`src/rtl/core/tsc_pkg.sv`:
```
// Shared widths, codes and constant helpers for the Taylor sine and cosine core.
package tsc_pkg;

    localparam int ANGLE_W           = 23;
    localparam int VALUE_W           = 18;
    localparam int FRAC_BITS_DEFAULT = 16;

    localparam int VALUE_MAX = (1 << (VALUE_W - 1)) - 1;
    localparam int VALUE_MIN = -(1 << (VALUE_W - 1));

    // Pi with sixty fraction bits.
    localparam logic [63:0] PI_Q60 = 64'd3622009729038561421;

    typedef enum logic {
        KIND_SINE   = 1'b0,
        KIND_COSINE = 1'b1
    } kind_t;

    // How the reduction stage folds the angle back into the principal range.
    typedef enum logic [1:0] {
        RED_NONE,
        RED_SUB,
        RED_ADD
    } red_mode_t;

    // Pi rounded to nearest after dropping the given number of fraction bits.
    function automatic longint round_pi(input int drop);
        logic [63:0] sum;
        sum = PI_Q60 + (64'd1 << (drop - 1));
        return longint'(sum >> drop);
    endfunction

endpackage

```
`src/rtl/core/tsc_reduce.sv`:
```
// Range reduction pipeline: adds pi/2 for cosine and folds the angle into [-pi, pi].
module tsc_reduce #(
    parameter int FRAC_BITS = tsc_pkg::FRAC_BITS_DEFAULT
) (
    input  logic                                 aclk,
    input  logic                                 aresetn,
    input  logic                                 in_valid,
    output logic                                 in_ready,
    input  logic                                 in_kind,
    input  logic signed [tsc_pkg::ANGLE_W-1:0]   in_angle,
    output logic                                 out_valid,
    input  logic                                 out_ready,
    output logic signed [FRAC_BITS+2:0]          out_x
);
    import tsc_pkg::*;

    localparam int STAGES = 6;
    localparam int XW     = FRAC_BITS + 3;
    localparam int TW     = ((ANGLE_W > FRAC_BITS + 2) ? ANGLE_W : FRAC_BITS + 2) + 1;
    localparam int EW     = TW + 1;
    localparam int NW     = TW - 1;

    localparam longint PI_L = round_pi(60 - FRAC_BITS);
    localparam longint HP_L = round_pi(61 - FRAC_BITS);
    localparam longint TP_L = round_pi(59 - FRAC_BITS);

    localparam int TPW = $clog2(TP_L + 1);
    localparam int QW  = $clog2(((longint'(1) << NW) / TP_L) + 2);
    localparam int RW  = $clog2(2 * TP_L);
    localparam int PW  = (NW > QW + TPW) ? NW : QW + TPW;

    localparam logic signed [TW-1:0] PI_T     = TW'(PI_L);
    localparam logic signed [TW-1:0] NEG_PI_T = TW'(-PI_L);
    localparam logic signed [TW-1:0] HP_T     = TW'(HP_L);
    localparam logic signed [EW-1:0] PI_P1_E  = EW'(PI_L + 1);
    localparam logic signed [EW-1:0] NPI_P1_E = EW'(-PI_L - 1);
    localparam logic signed [EW-1:0] TP_E     = EW'(TP_L);
    localparam logic [QW-1:0]        RECIP_Q  = QW'((longint'(1) << NW) / TP_L);
    localparam logic [PW-1:0]        TP_P     = PW'(TP_L);
    localparam logic [RW-1:0]        TP_R     = RW'(TP_L);

    logic [STAGES-1:0] valid_reg;
    logic [STAGES:0]   go;
    logic [STAGES-1:0] valid_in;

    logic signed [TW-1:0] t1_reg, t2_reg, t3_reg, t4_reg, t5_reg;
    logic signed [TW-1:0] t1_next;
    red_mode_t            mode2_reg, mode3_reg, mode4_reg, mode5_reg;
    red_mode_t            mode2_next;
    logic [NW-1:0]        n2_reg, n3_reg, n2_next;
    logic [QW-1:0]        q3_reg, q3_next;
    logic [RW-1:0]        r4_reg, r4_next;
    logic [TPW-1:0]       rem5_reg, rem5_next;
    logic signed [XW-1:0] x6_reg, x6_next;

    logic signed [EW-1:0] up_diff, dn_diff, x_e, rem_e;
    logic [NW+QW-1:0]     qprod;
    logic [PW-1:0]        qtp, rdiff;
    logic [RW-1:0]        rsub;

    // A stage loads when it is empty or its content moves on in the same cycle.
    always_comb begin
        go[STAGES] = out_ready;
        for (int i = STAGES - 1; i >= 0; i--) begin
            go[i] = !valid_reg[i] || go[i+1];
        end
    end

    assign valid_in  = {valid_reg[STAGES-2:0], in_valid};
    assign in_ready  = go[0];
    assign out_valid = valid_reg[STAGES-1];
    assign out_x     = x6_reg;

    always_ff @(posedge aclk) begin
        if (!aresetn) begin
            valid_reg <= '0;
        end else begin
            for (int i = 0; i < STAGES; i++) begin
                if (go[i]) begin
                    valid_reg[i] <= valid_in[i];
                end
            end
        end
    end

    // Stage 1: phase offset for cosine.
    assign t1_next = TW'(in_angle) + ((in_kind == KIND_COSINE) ? HP_T : TW'(0));

    // Stage 2: decide the fold direction and the distance beyond the range.
    assign up_diff = EW'(t1_reg) - PI_P1_E;
    assign dn_diff = NPI_P1_E - EW'(t1_reg);

    always_comb begin
        if (t1_reg > PI_T) begin
            mode2_next = RED_SUB;
            n2_next    = up_diff[NW-1:0];
        end else if (t1_reg < NEG_PI_T) begin
            mode2_next = RED_ADD;
            n2_next    = dn_diff[NW-1:0];
        end else begin
            mode2_next = RED_NONE;
            n2_next    = '0;
        end
    end

    // Stage 3: quotient estimate by reciprocal; it is exact or one short.
    assign qprod   = (NW+QW)'(n2_reg) * (NW+QW)'(RECIP_Q);
    assign q3_next = qprod[NW+QW-1:NW];

    // Stage 4: partial remainder, below twice the period.
    assign qtp     = PW'(q3_reg) * TP_P;
    assign rdiff   = PW'(n3_reg) - qtp;
    assign r4_next = rdiff[RW-1:0];

    // Stage 5: one correction step gives the true remainder.
    assign rsub      = r4_reg - TP_R;
    assign rem5_next = (r4_reg >= TP_R) ? rsub[TPW-1:0] : r4_reg[TPW-1:0];

    // Stage 6: rebuild the folded angle from the remainder.
    assign rem_e = EW'($signed({1'b0, rem5_reg}));

    always_comb begin
        case (mode5_reg)
            RED_SUB: x_e = rem_e + PI_P1_E - TP_E;
            RED_ADD: x_e = TP_E - PI_P1_E - rem_e;
            default: x_e = EW'(t5_reg);
        endcase
    end

    assign x6_next = x_e[XW-1:0];

    always_ff @(posedge aclk) begin
        if (go[0]) begin
            t1_reg <= t1_next;
        end
        if (go[1]) begin
            t2_reg    <= t1_reg;
            mode2_reg <= mode2_next;
            n2_reg    <= n2_next;
        end
        if (go[2]) begin
            t3_reg    <= t2_reg;
            mode3_reg <= mode2_reg;
            n3_reg    <= n2_reg;
            q3_reg    <= q3_next;
        end
        if (go[3]) begin
            t4_reg    <= t3_reg;
            mode4_reg <= mode3_reg;
            r4_reg    <= r4_next;
        end
        if (go[4]) begin
            t5_reg    <= t4_reg;
            mode5_reg <= mode4_reg;
            rem5_reg  <= rem5_next;
        end
        if (go[5]) begin
            x6_reg <= x6_next;
        end
    end

endmodule

```
`src/rtl/core/tsc_poly.sv`:
```
// Polynomial pipeline: nested seventh-order Taylor series and output saturation.
module tsc_poly #(
    parameter int FRAC_BITS = tsc_pkg::FRAC_BITS_DEFAULT
) (
    input  logic                                 aclk,
    input  logic                                 aresetn,
    input  logic                                 in_valid,
    output logic                                 in_ready,
    input  logic signed [FRAC_BITS+2:0]          in_x,
    output logic                                 out_valid,
    input  logic                                 out_ready,
    output logic signed [tsc_pkg::VALUE_W-1:0]   out_value
);
    import tsc_pkg::*;

    localparam int STAGES = 6;
    localparam int XW     = FRAC_BITS + 3;
    localparam int X2W    = FRAC_BITS + 4;
    localparam int DS     = X2W + 6;
    localparam int MW     = DS - 2;
    localparam int AW     = X2W - 4;
    localparam int BW     = X2W - 2;
    localparam int CW     = X2W - 5;
    localparam int UW     = FRAC_BITS + 1;
    localparam int OW     = FRAC_BITS + 2;
    localparam int PW     = XW + OW;
    localparam int YW     = PW - FRAC_BITS;
    localparam int SW     = (YW > VALUE_W) ? YW : VALUE_W;

    localparam logic [MW-1:0] M6  = MW'(((longint'(1) << DS) + 5) / 6);
    localparam logic [MW-1:0] M20 = MW'(((longint'(1) << DS) + 19) / 20);
    localparam logic [MW-1:0] M42 = MW'(((longint'(1) << DS) + 41) / 42);

    localparam logic [UW-1:0]         ONE_U  = UW'(longint'(1) << FRAC_BITS);
    localparam logic signed [PW-1:0]  BIAS   = PW'((longint'(1) << FRAC_BITS) - 1);
    localparam logic signed [SW-1:0]  VMAX_S = SW'(VALUE_MAX);
    localparam logic signed [SW-1:0]  VMIN_S = SW'(VALUE_MIN);

    logic [STAGES-1:0] valid_reg;
    logic [STAGES:0]   go;
    logic [STAGES-1:0] valid_in;

    logic [X2W-1:0]               x2_reg, x2_next;
    logic signed [XW-1:0]         xa_reg, xb_reg, xc_reg, xd_reg;
    logic [AW-1:0]                a_reg, a_next;
    logic [BW-1:0]                b_reg, b3_reg, b_next;
    logic [UW-1:0]                inner_reg, inner_next;
    logic [UW-1:0]                mid_reg, mid_next;
    logic signed [OW-1:0]         outer_reg, outer_next;
    logic signed [PW-1:0]         prod_reg, prod_next;
    logic signed [VALUE_W-1:0]    value_reg, value_next;

    logic signed [2*XW-1:0]       sq;
    logic [X2W+MW-1:0]            pa, pb, pc;
    logic [CW-1:0]                c_quo;
    logic [AW+UW-1:0]             pm;
    logic [BW+UW-1:0]             po;
    logic signed [FRAC_BITS+3:0]  outer_e;
    logic signed [PW-1:0]         biased, shifted;
    logic signed [SW-1:0]         y_s;

    always_comb begin
        go[STAGES] = out_ready;
        for (int i = STAGES - 1; i >= 0; i--) begin
            go[i] = !valid_reg[i] || go[i+1];
        end
    end

    assign valid_in  = {valid_reg[STAGES-2:0], in_valid};
    assign in_ready  = go[0];
    assign out_valid = valid_reg[STAGES-1];
    assign out_value = value_reg;

    always_ff @(posedge aclk) begin
        if (!aresetn) begin
            valid_reg <= '0;
        end else begin
            for (int i = 0; i < STAGES; i++) begin
                if (go[i]) begin
                    valid_reg[i] <= valid_in[i];
                end
            end
        end
    end

    // Stage 1: square of the angle; it is never negative, so plain truncation.
    assign sq      = (2*XW)'(in_x) * (2*XW)'(in_x);
    assign x2_next = sq[FRAC_BITS+X2W-1:FRAC_BITS];

    // Stage 2: divisions by 6, 20 and 42 as exact reciprocal products.
    assign pa         = (X2W+MW)'(x2_reg) * (X2W+MW)'(M20);
    assign pb         = (X2W+MW)'(x2_reg) * (X2W+MW)'(M6);
    assign pc         = (X2W+MW)'(x2_reg) * (X2W+MW)'(M42);
    assign a_next     = pa[DS+AW-1:DS];
    assign b_next     = pb[DS+BW-1:DS];
    assign c_quo      = pc[DS+CW-1:DS];
    assign inner_next = ONE_U - UW'(c_quo);

    // Stage 3: middle term of the nest.
    assign pm       = (AW+UW)'(a_reg) * (AW+UW)'(inner_reg);
    assign mid_next = ONE_U - UW'(pm >> FRAC_BITS);

    // Stage 4: outer term, which can go slightly negative near pi.
    assign po         = (BW+UW)'(b3_reg) * (BW+UW)'(mid_reg);
    assign outer_e    = $signed((FRAC_BITS+4)'(ONE_U)) - $signed((FRAC_BITS+4)'(po >> FRAC_BITS));
    assign outer_next = outer_e[OW-1:0];

    // Stage 5: final product, kept at full width.
    assign prod_next = PW'(xd_reg) * PW'(outer_reg);

    // Stage 6: scale with rounding toward zero, then clamp to the output range.
    assign biased  = prod_reg + (prod_reg[PW-1] ? BIAS : PW'(0));
    assign shifted = biased >>> FRAC_BITS;
    assign y_s     = SW'($signed(shifted[YW-1:0]));

    always_comb begin
        if (y_s > VMAX_S) begin
            value_next = VALUE_W'(VALUE_MAX);
        end else if (y_s < VMIN_S) begin
            value_next = VALUE_W'(VALUE_MIN);
        end else begin
            value_next = y_s[VALUE_W-1:0];
        end
    end

    always_ff @(posedge aclk) begin
        if (go[0]) begin
            x2_reg <= x2_next;
            xa_reg <= in_x;
        end
        if (go[1]) begin
            a_reg     <= a_next;
            b_reg     <= b_next;
            inner_reg <= inner_next;
            xb_reg    <= xa_reg;
        end
        if (go[2]) begin
            mid_reg <= mid_next;
            b3_reg  <= b_reg;
            xc_reg  <= xb_reg;
        end
        if (go[3]) begin
            outer_reg <= outer_next;
            xd_reg    <= xc_reg;
        end
        if (go[4]) begin
            prod_reg <= prod_next;
        end
        if (go[5]) begin
            value_reg <= value_next;
        end
    end

endmodule

```
`src/rtl/core/taylor_sine_cosine_core.sv`:
```
// Top level of the fixed-point Taylor sine and cosine core.
//
// Input channel (s_valid, s_ready): one word carries s_kind (0 = sine,
// 1 = cosine) and s_angle, a signed angle in radians with FRAC_BITS
// fraction bits. Result channel (m_valid, m_ready): one word carries
// m_value, the signed approximation with FRAC_BITS fraction bits, rounded
// toward zero and clamped to the 18-bit range.
// Between acceptance and m_valid, six stages fold the angle into [-pi, pi]
// and six evaluate the polynomial. Throughput is one word per cycle while
// the receiver takes results; a stalled receiver holds the pipeline.
// Reset clears every stage's valid bit; no word is in flight afterwards.
// When the receiver stalls, the result is held in the output register and
// the stages behind it keep filling empty slots; s_ready falls only once
// every stage holds a word. Words leave in the order they arrived.
module taylor_sine_cosine_core #(
    parameter int FRAC_BITS = tsc_pkg::FRAC_BITS_DEFAULT
) (
    input  logic                                 aclk,
    input  logic                                 aresetn,
    input  logic                                 s_valid,
    output logic                                 s_ready,
    input  logic                                 s_kind,
    input  logic signed [tsc_pkg::ANGLE_W-1:0]   s_angle,
    output logic                                 m_valid,
    input  logic                                 m_ready,
    output logic signed [tsc_pkg::VALUE_W-1:0]   m_value
);
    import tsc_pkg::*;

    localparam int XW = FRAC_BITS + 3;
    localparam logic signed [XW-1:0] PI_X     = XW'(round_pi(60 - FRAC_BITS));
    localparam logic signed [XW-1:0] NEG_PI_X = XW'(-round_pi(60 - FRAC_BITS));

    logic                 red_valid;
    logic                 red_ready;
    logic signed [XW-1:0] red_x;

    tsc_reduce #(
        .FRAC_BITS (FRAC_BITS)
    ) u_reduce (
        .aclk      (aclk),
        .aresetn   (aresetn),
        .in_valid  (s_valid),
        .in_ready  (s_ready),
        .in_kind   (s_kind),
        .in_angle  (s_angle),
        .out_valid (red_valid),
        .out_ready (red_ready),
        .out_x     (red_x)
    );

    tsc_poly #(
        .FRAC_BITS (FRAC_BITS)
    ) u_poly (
        .aclk      (aclk),
        .aresetn   (aresetn),
        .in_valid  (red_valid),
        .in_ready  (red_ready),
        .in_x      (red_x),
        .out_valid (m_valid),
        .out_ready (m_ready),
        .out_value (m_value)
    );

    // The folded angle handed to the polynomial always lies within [-pi, pi].
    assert property (@(posedge aclk) disable iff (!aresetn)
        red_valid |-> ((red_x <= PI_X) && (red_x >= NEG_PI_X)))
        else $error("folded angle outside [-pi, pi]");

    // Input back-pressure can only come from a full pipeline behind a stalled output.
    assert property (@(posedge aclk) disable iff (!aresetn)
        !s_ready |-> (m_valid && !m_ready && red_valid))
        else $error("input stalled without a full pipeline");

    // Reset leaves no word in flight.
    assert property (@(posedge aclk)
        !aresetn |=> (!m_valid && !red_valid))
        else $error("word present after reset");

endmodule

```
`config.mk`:
```
export PLATFORM = sky130hd
export DESIGN_NAME = taylor_sine_cosine_core
export DESIGN_NICKNAME = d
export VERILOG_FILES = /design/src/rtl/core/tsc_pkg.sv /design/src/rtl/core/tsc_reduce.sv /design/src/rtl/core/tsc_poly.sv /design/src/rtl/core/taylor_sine_cosine_core.sv
export SDC_FILE = /design/constraint.sdc
export NUM_CORES = 2
export LEC_CHECK = 0
export ABC_AREA = 1
export BUFFER_PORTS_ARGS = -buffer_cell sky130_fd_sc_hd__buf_2
export CORE_ASPECT_RATIO = 0.6
export CORE_MARGIN = 3
export CORE_UTILIZATION = 30
export CTS_CLUSTER_DIAMETER = 150
export CTS_CLUSTER_SIZE = 20
export DETAILED_ROUTE_END_ITERATION = 10
export PLACE_DENSITY_LB_ADDON = 0.25
export SYNTH_ARGS = -nofsm -noshare
export SYNTH_HDL_FRONTEND = slang
export SYNTH_HIERARCHICAL = 1
export SYNTH_SLANG_ARGS = --single-unit
```
`constraint.sdc`:
```
create_clock -name aclk -period 15.22 [get_ports aclk]
set_input_delay 2.283 -clock aclk [delete_from_list [all_inputs] [get_ports aclk]]
set_output_delay 2.283 -clock aclk [all_outputs]
set_load 0.05 [all_outputs]
```
# After elaboration in Yosys (flattened, before gate mapping)
# Cells that the tools add are included.
[op_classes] n_addsub=12 multipliers=9 div=0 order_cmp=5 n_eq_ne=2 n_shift=0 mux=8 bitwise_logic=0 reduce_logical=24
[ops] operator="two-way mux 23 bit" count=2
[ops] operator="multiplier 20 x 24 -> 44 bit, second input constant" count=1
[ops] operator="multiplier 20 x 21 -> 41 bit, second input constant" count=1
[ops] operator="multiplier 20 x 20 -> 40 bit, second input constant" count=1
[ops] operator="case mux 19 bit (2 select lines)" count=1
[ops] operator="adder 37 bit" count=1
[ops] operator="multiplier 19 x 18 -> 37 bit" count=1
[ops] operator="multiplier 19 x 19 -> 36 bit" count=1
[ops] operator="multiplier 18 x 17 -> 34 bit" count=1
[ops] operator="multiplier 16 x 17 -> 33 bit" count=1
[ops] operator="multiplier 23 x 3 -> 26 bit, second input constant" count=1
[ops] operator="adder 23 x 18 -> 24 bit" count=1
[ops] operator="> comparator 24 x 19 -> 1 bit, second input constant" count=1
[ops] operator="less-than comparator 24 x 19 -> 1 bit, second input constant" count=1
[ops] operator="subtractor 19 x 23 -> 23 bit, first input constant" count=1
[ops] operator="subtractor 23 x 19 -> 23 bit, second input constant" count=1
[ops] operator="> comparator 21 x 18 -> 1 bit, second input constant" count=1
[ops] operator="less-than comparator 21 x 18 -> 1 bit, second input constant" count=1
[ops] operator=">= comparator 20 x 19 -> 1 bit, second input constant" count=1
[ops] operator="multiplier 5 x 19 -> 20 bit, second input constant" count=1
[ops] operator="subtractor 20 bit" count=1
[ops] operator="adder 19 x 18 -> 19 bit, second input constant" count=1
[ops] operator="two-way mux 19 bit" count=1
[ops] operator="subtractor 18 x 19 -> 19 bit, first input constant" count=1
[ops] operator="13 further kinds" count=35
[totals] ff_bits=481 latch_bits=0 ram_bits=0 rom_bits=0 out_inout_bits=20 mem_count=0

# Depth between registers and ports, before layout
[logic_depth] word_depth=13 depth_mapped=36

# Hierarchy
# Netlist, hierarchy kept.
[modules_own_cells] module="tsc_poly" n_inst=1 cells_per_inst=9035 area_each_um2=75318.5 seq_area_each_um2=7777.5
[modules_own_cells] module="tsc_reduce" n_inst=1 cells_per_inst=1611 area_each_um2=13945.9 seq_area_each_um2=6546.3

# Worst setup path after synthesis
# Ideal clock, no wire load.
[synth_path] kind="input -> output" start="in m_ready" end="out s_ready" arrival_ps=10272 required_ps=12937 path_slack_ps=2665 path_stages=16 path_buffers=0 path_cell_list="nor2_1 inv_1 nor2_1 inv_1 nor2_1 inv_1 nor2_1 inv_1 nor2_1 nand2_1 nor2_1 nand2_1 nor2_1 nand2_1 nor2_1 nand2_1"
[synth_between] elab_chain_cells=12
[synth_lines] item="start, declared" line_no="taylor_sine_cosine_core.sv:25" text="input logic m_ready,"
[synth_lines] item="logical OR 1 bit" line_no="tsc_poly.sv:65" text="go[i] = !valid_reg[i] || go[i+1];"
[synth_lines] item="via u_poly.go[5]" line_no="tsc_poly.sv:40" text="logic [STAGES:0] go;"
[synth_lines] item="logical OR 1 bit" line_no="tsc_poly.sv:65"
[synth_lines] item="via u_poly.go[4]" line_no="tsc_poly.sv:40"
[synth_lines] item="logical OR 1 bit" line_no="tsc_poly.sv:65"
[synth_lines] item="via u_poly.go[3]" line_no="tsc_poly.sv:40"
[synth_lines] item="logical OR 1 bit" line_no="tsc_poly.sv:65"
[synth_lines] item="via u_poly.go[2]" line_no="tsc_poly.sv:40"
[synth_lines] item="logical OR 1 bit (2 in series)" line_no="tsc_poly.sv:65"
[synth_lines] item="via red_ready" line_no="taylor_sine_cosine_core.sv:35" text="logic red_ready;"
[synth_lines] item="logical OR 1 bit (2 in series)" line_no="tsc_reduce.sv:65" text="go[i] = !valid_reg[i] || go[i+1];"
[synth_lines] item="via u_reduce.go[4]" line_no="tsc_reduce.sv:43" text="logic [STAGES:0] go;"
[synth_lines] item="logical OR 1 bit (2 in series)" line_no="tsc_reduce.sv:65"
[synth_lines] item="via u_reduce.go[2]" line_no="tsc_reduce.sv:43"
[synth_lines] item="logical OR 1 bit (2 in series)" line_no="tsc_reduce.sv:65"
[synth_lines] item="end, declared" line_no="taylor_sine_cosine_core.sv:21" text="output logic s_ready,"
# The timed path passes the listed nets, and every way through them passes these cells.

# Final worst setup path
# Ends and elaborated chain as after synthesis.

==> out/results.txt <==
Unique masters post-synth -> 61
Setup crit start kind -> input port
Post-synth top area cell -> fa_1
Boundary Pins -> 48
Layout cells sized above 1 -> 2.399%
Number of synthesized flops with an enable pin -> 469
Mapped Cells -> 10.65k
Fin Setup TNS -> 0 ps
Hold Crit Class -> flip-flop to flip-flop
PostCTS Resize Cnt -> 0
Worst Path Arrival -> 7100 ps
Gr usage total -> 16.51%
DR vias -> 65.09k
Nets@finish -> 13.07k
Initial Util -> 30.28%
CP Capture Type -> output port
Die W -> 710.2 um
IO buf count -> 47
Most frequent cell after synthesis -> inv_1
Worst Path Max Fanout -> 48
Post-synthesis register bit count -> 481
Worst Path Required -> 12940 ps
Mapped Nets -> 13.19k
TritonCTS buffer count -> 28
Drt pass-1 iters -> 6
CTS tree -> built
Yosys warnings -> 6
Setup Skew -> 54.71 ps
Row cnt -> 154
Crit Path Category -> input port to output port
Register area share after synthesis -> 16.05%
Drc violations -> 0
Global-route wire length before repair -> 394400 um
Clock Pin Slew Worst Setup and Hold Paths -> 130 ps
Clk_lat worst skew -> 680 ps
Vias per cell -> 4.505
Post-CTS Setup Inserts -> 0
Synth Area per Inst -> 8.385 um2
Grt ovf -> 0
Max reg flops -> 37
Die extent in y -> 428.5 um
Synth top area cells -> fa_1 (33%), edfxtp_1 (16%), ha_1 (15%)
Htree depth -> 1
Relative slew slack -> 20.33%
Period utilization -> 61.65%
Top FF cell, synth -> edfxtp_1
Max-cap viol count -> 0
Run status -> completed
Unrepaired setup endpoints after global routing -> false
GP Congestion -> 0.9014
Root Driver -> clkbuf_16
Synth top cells by count -> inv_1 (2879), nand2_1 (2455), fa_1 (1479), ha_1 (1041), nor2_1 (508)
Antenna viol nets, final -> 0
Vias in the first global route -> 65.40k
Area grow syn2layout -> 6.089%
Placeable Area -> 294800 um2
Fin. Hold Viols -> 0
Tmin final -> 9383 ps
# hold bufs at CTS -> 0
# setup viols final -> 0
Initial drt markers -> 5291
Die Area -> 304300 um2
Routed WL per cell -> 17.18 um
Actual slew at the worst max-slew pin -> 1195 ps
Largest net degree at the start of global routing -> 71
Max Slew Vio Count -> 0
DP HPWL -> 204900 um
Post-synth top area share -> 33.17%
Fmax -> 0.1066 GHz
Max Root-Sink Buffers -> 3
Final WL -> 248300 um
Mapped cell area -> 89260 um2
Initial antenna violation count -> 5
Clock Sinks -> 481
Async SR Flop Fraction -> 0%
## layer usage
metal / share of wire [%] / up-vias / global-route usage [%]
li1: - / 31612 / -
met1: 55 / 31665 / 28.12
met2: 36 / 1739 / 21.18
met3: 8.6 / 70 / 3.901
met4: 0.40 / 0 / 0.7509
met5: 0 / - / 0
## layout by cell type, fill, tap and decap left out, drive strengths merged, types with 2 or more instances in the layout
cell | netlist | final
inv | 2885 | 2884
nand2 | 2475 | 2475
fa | 1479 | 1479
ha | 1041 | 1041
nor2 | 534 | 534
edfxtp | 469 | 469
a21oi | 347 | 347
nand3 | 302 | 302
o21ai | 226 | 226
xor2 | 159 | 159
buf | 34 | 114
xnor2 | 77 | 77
nand4 | 72 | 72
nor3 | 72 | 72
clkbuf | 232 | 49
o21bai | 38 | 38
or2 | 29 | 29
a31oi | 27 | 27
a21o | 26 | 26
nand3b | 20 | 20
nor4 | 20 | 20
o21a | 14 | 14
dfxtp | 12 | 12
a21boi | 7 | 7
o211ai | 7 | 7
and2 | 6 | 6
o31ai | 5 | 5
clkinv | 2 | 5
nand2b | 4 | 4
o2111ai | 4 | 4
and3 | 4 | 4
a221oi | 3 | 3
diode | 0 | 2
o221a | 2 | 2
a211oi | 2 | 2
o221ai | 2 | 2
## worst max-delay path, cell delays in order
cell and delay, ps:
buf_2 90, nor2_1 50, inv_1 560, nor2_1 80, inv_1 80, buf_4 410
nor2_1 90, inv_1 120, buf_4 450, nor2_1 100, inv_2 80, nor2_1 70
nand2_2 230, nor2_1 130, nand2_2 70, buf_4 440, nor2_1 150, nand2_2 80
buf_4 500, nor2_1 150, nand2_1 90, buf_4 370, buf_2 360
## layout make-up
cell class | instances | area, um2
Fill cell | 31344 | 200100
Multi-Input combinational cell | 7012 | 63060
Sequential cell | 481 | 14320
Inverter | 2887 | 10840
Tap cell | 3900 | 4880
Clock buffer | 49 | 800.8
Timing Repair Buffer | 114 | 738.2
Clock inverter | 3 | 51.30
Antenna cell | 2 | 5.005
## final timing paths
kind                             to  slack, ps         startpoint  cells after the start
setup reg to reg    u_poly/b_reg[9]       7860  u_poly/x2_reg[18]                     24
setup / recovery            s_ready       5840            m_ready                     23
hold reg to reg   u_poly/xd_reg[12]        380  u_poly/xc_reg[12]                      0
hold / removal    u_poly/xd_reg[12]        380  u_poly/xc_reg[12]                      0
## kinds of logic after synthesis
family / after synthesis / share of synthesized area, %
and+or+nand+nor: 3539 / 16.12
buffers and inverters: 3153 / 13.31
AOI/OAI and AO/OA: 717 / 4.435
adders and majority gates: 2520 / 47.76
xor gates and xnor gates: 236 / 2.324
DFF: 481 / 16.05
## per-stage QoR
stage	hold WS, ps	util (%)	worst slack [ps]	std cells	instance area, um2
floorplan	400.3	-	2665	10646	89260
global placement	401.0	31.83	5648	14394	93840
detailed placement	404.5	31.83	5677	14394	93840
CTS	376.1	32.12	5658	14446	94690
global route	384.4	32.12	5191	14446	94690
finish	379.6	32.12	5837	14448	94700
Power is left out: the tool's default activity adds up to more than one toggle a clock period on the data nets, which glitch-free logic cannot reach.
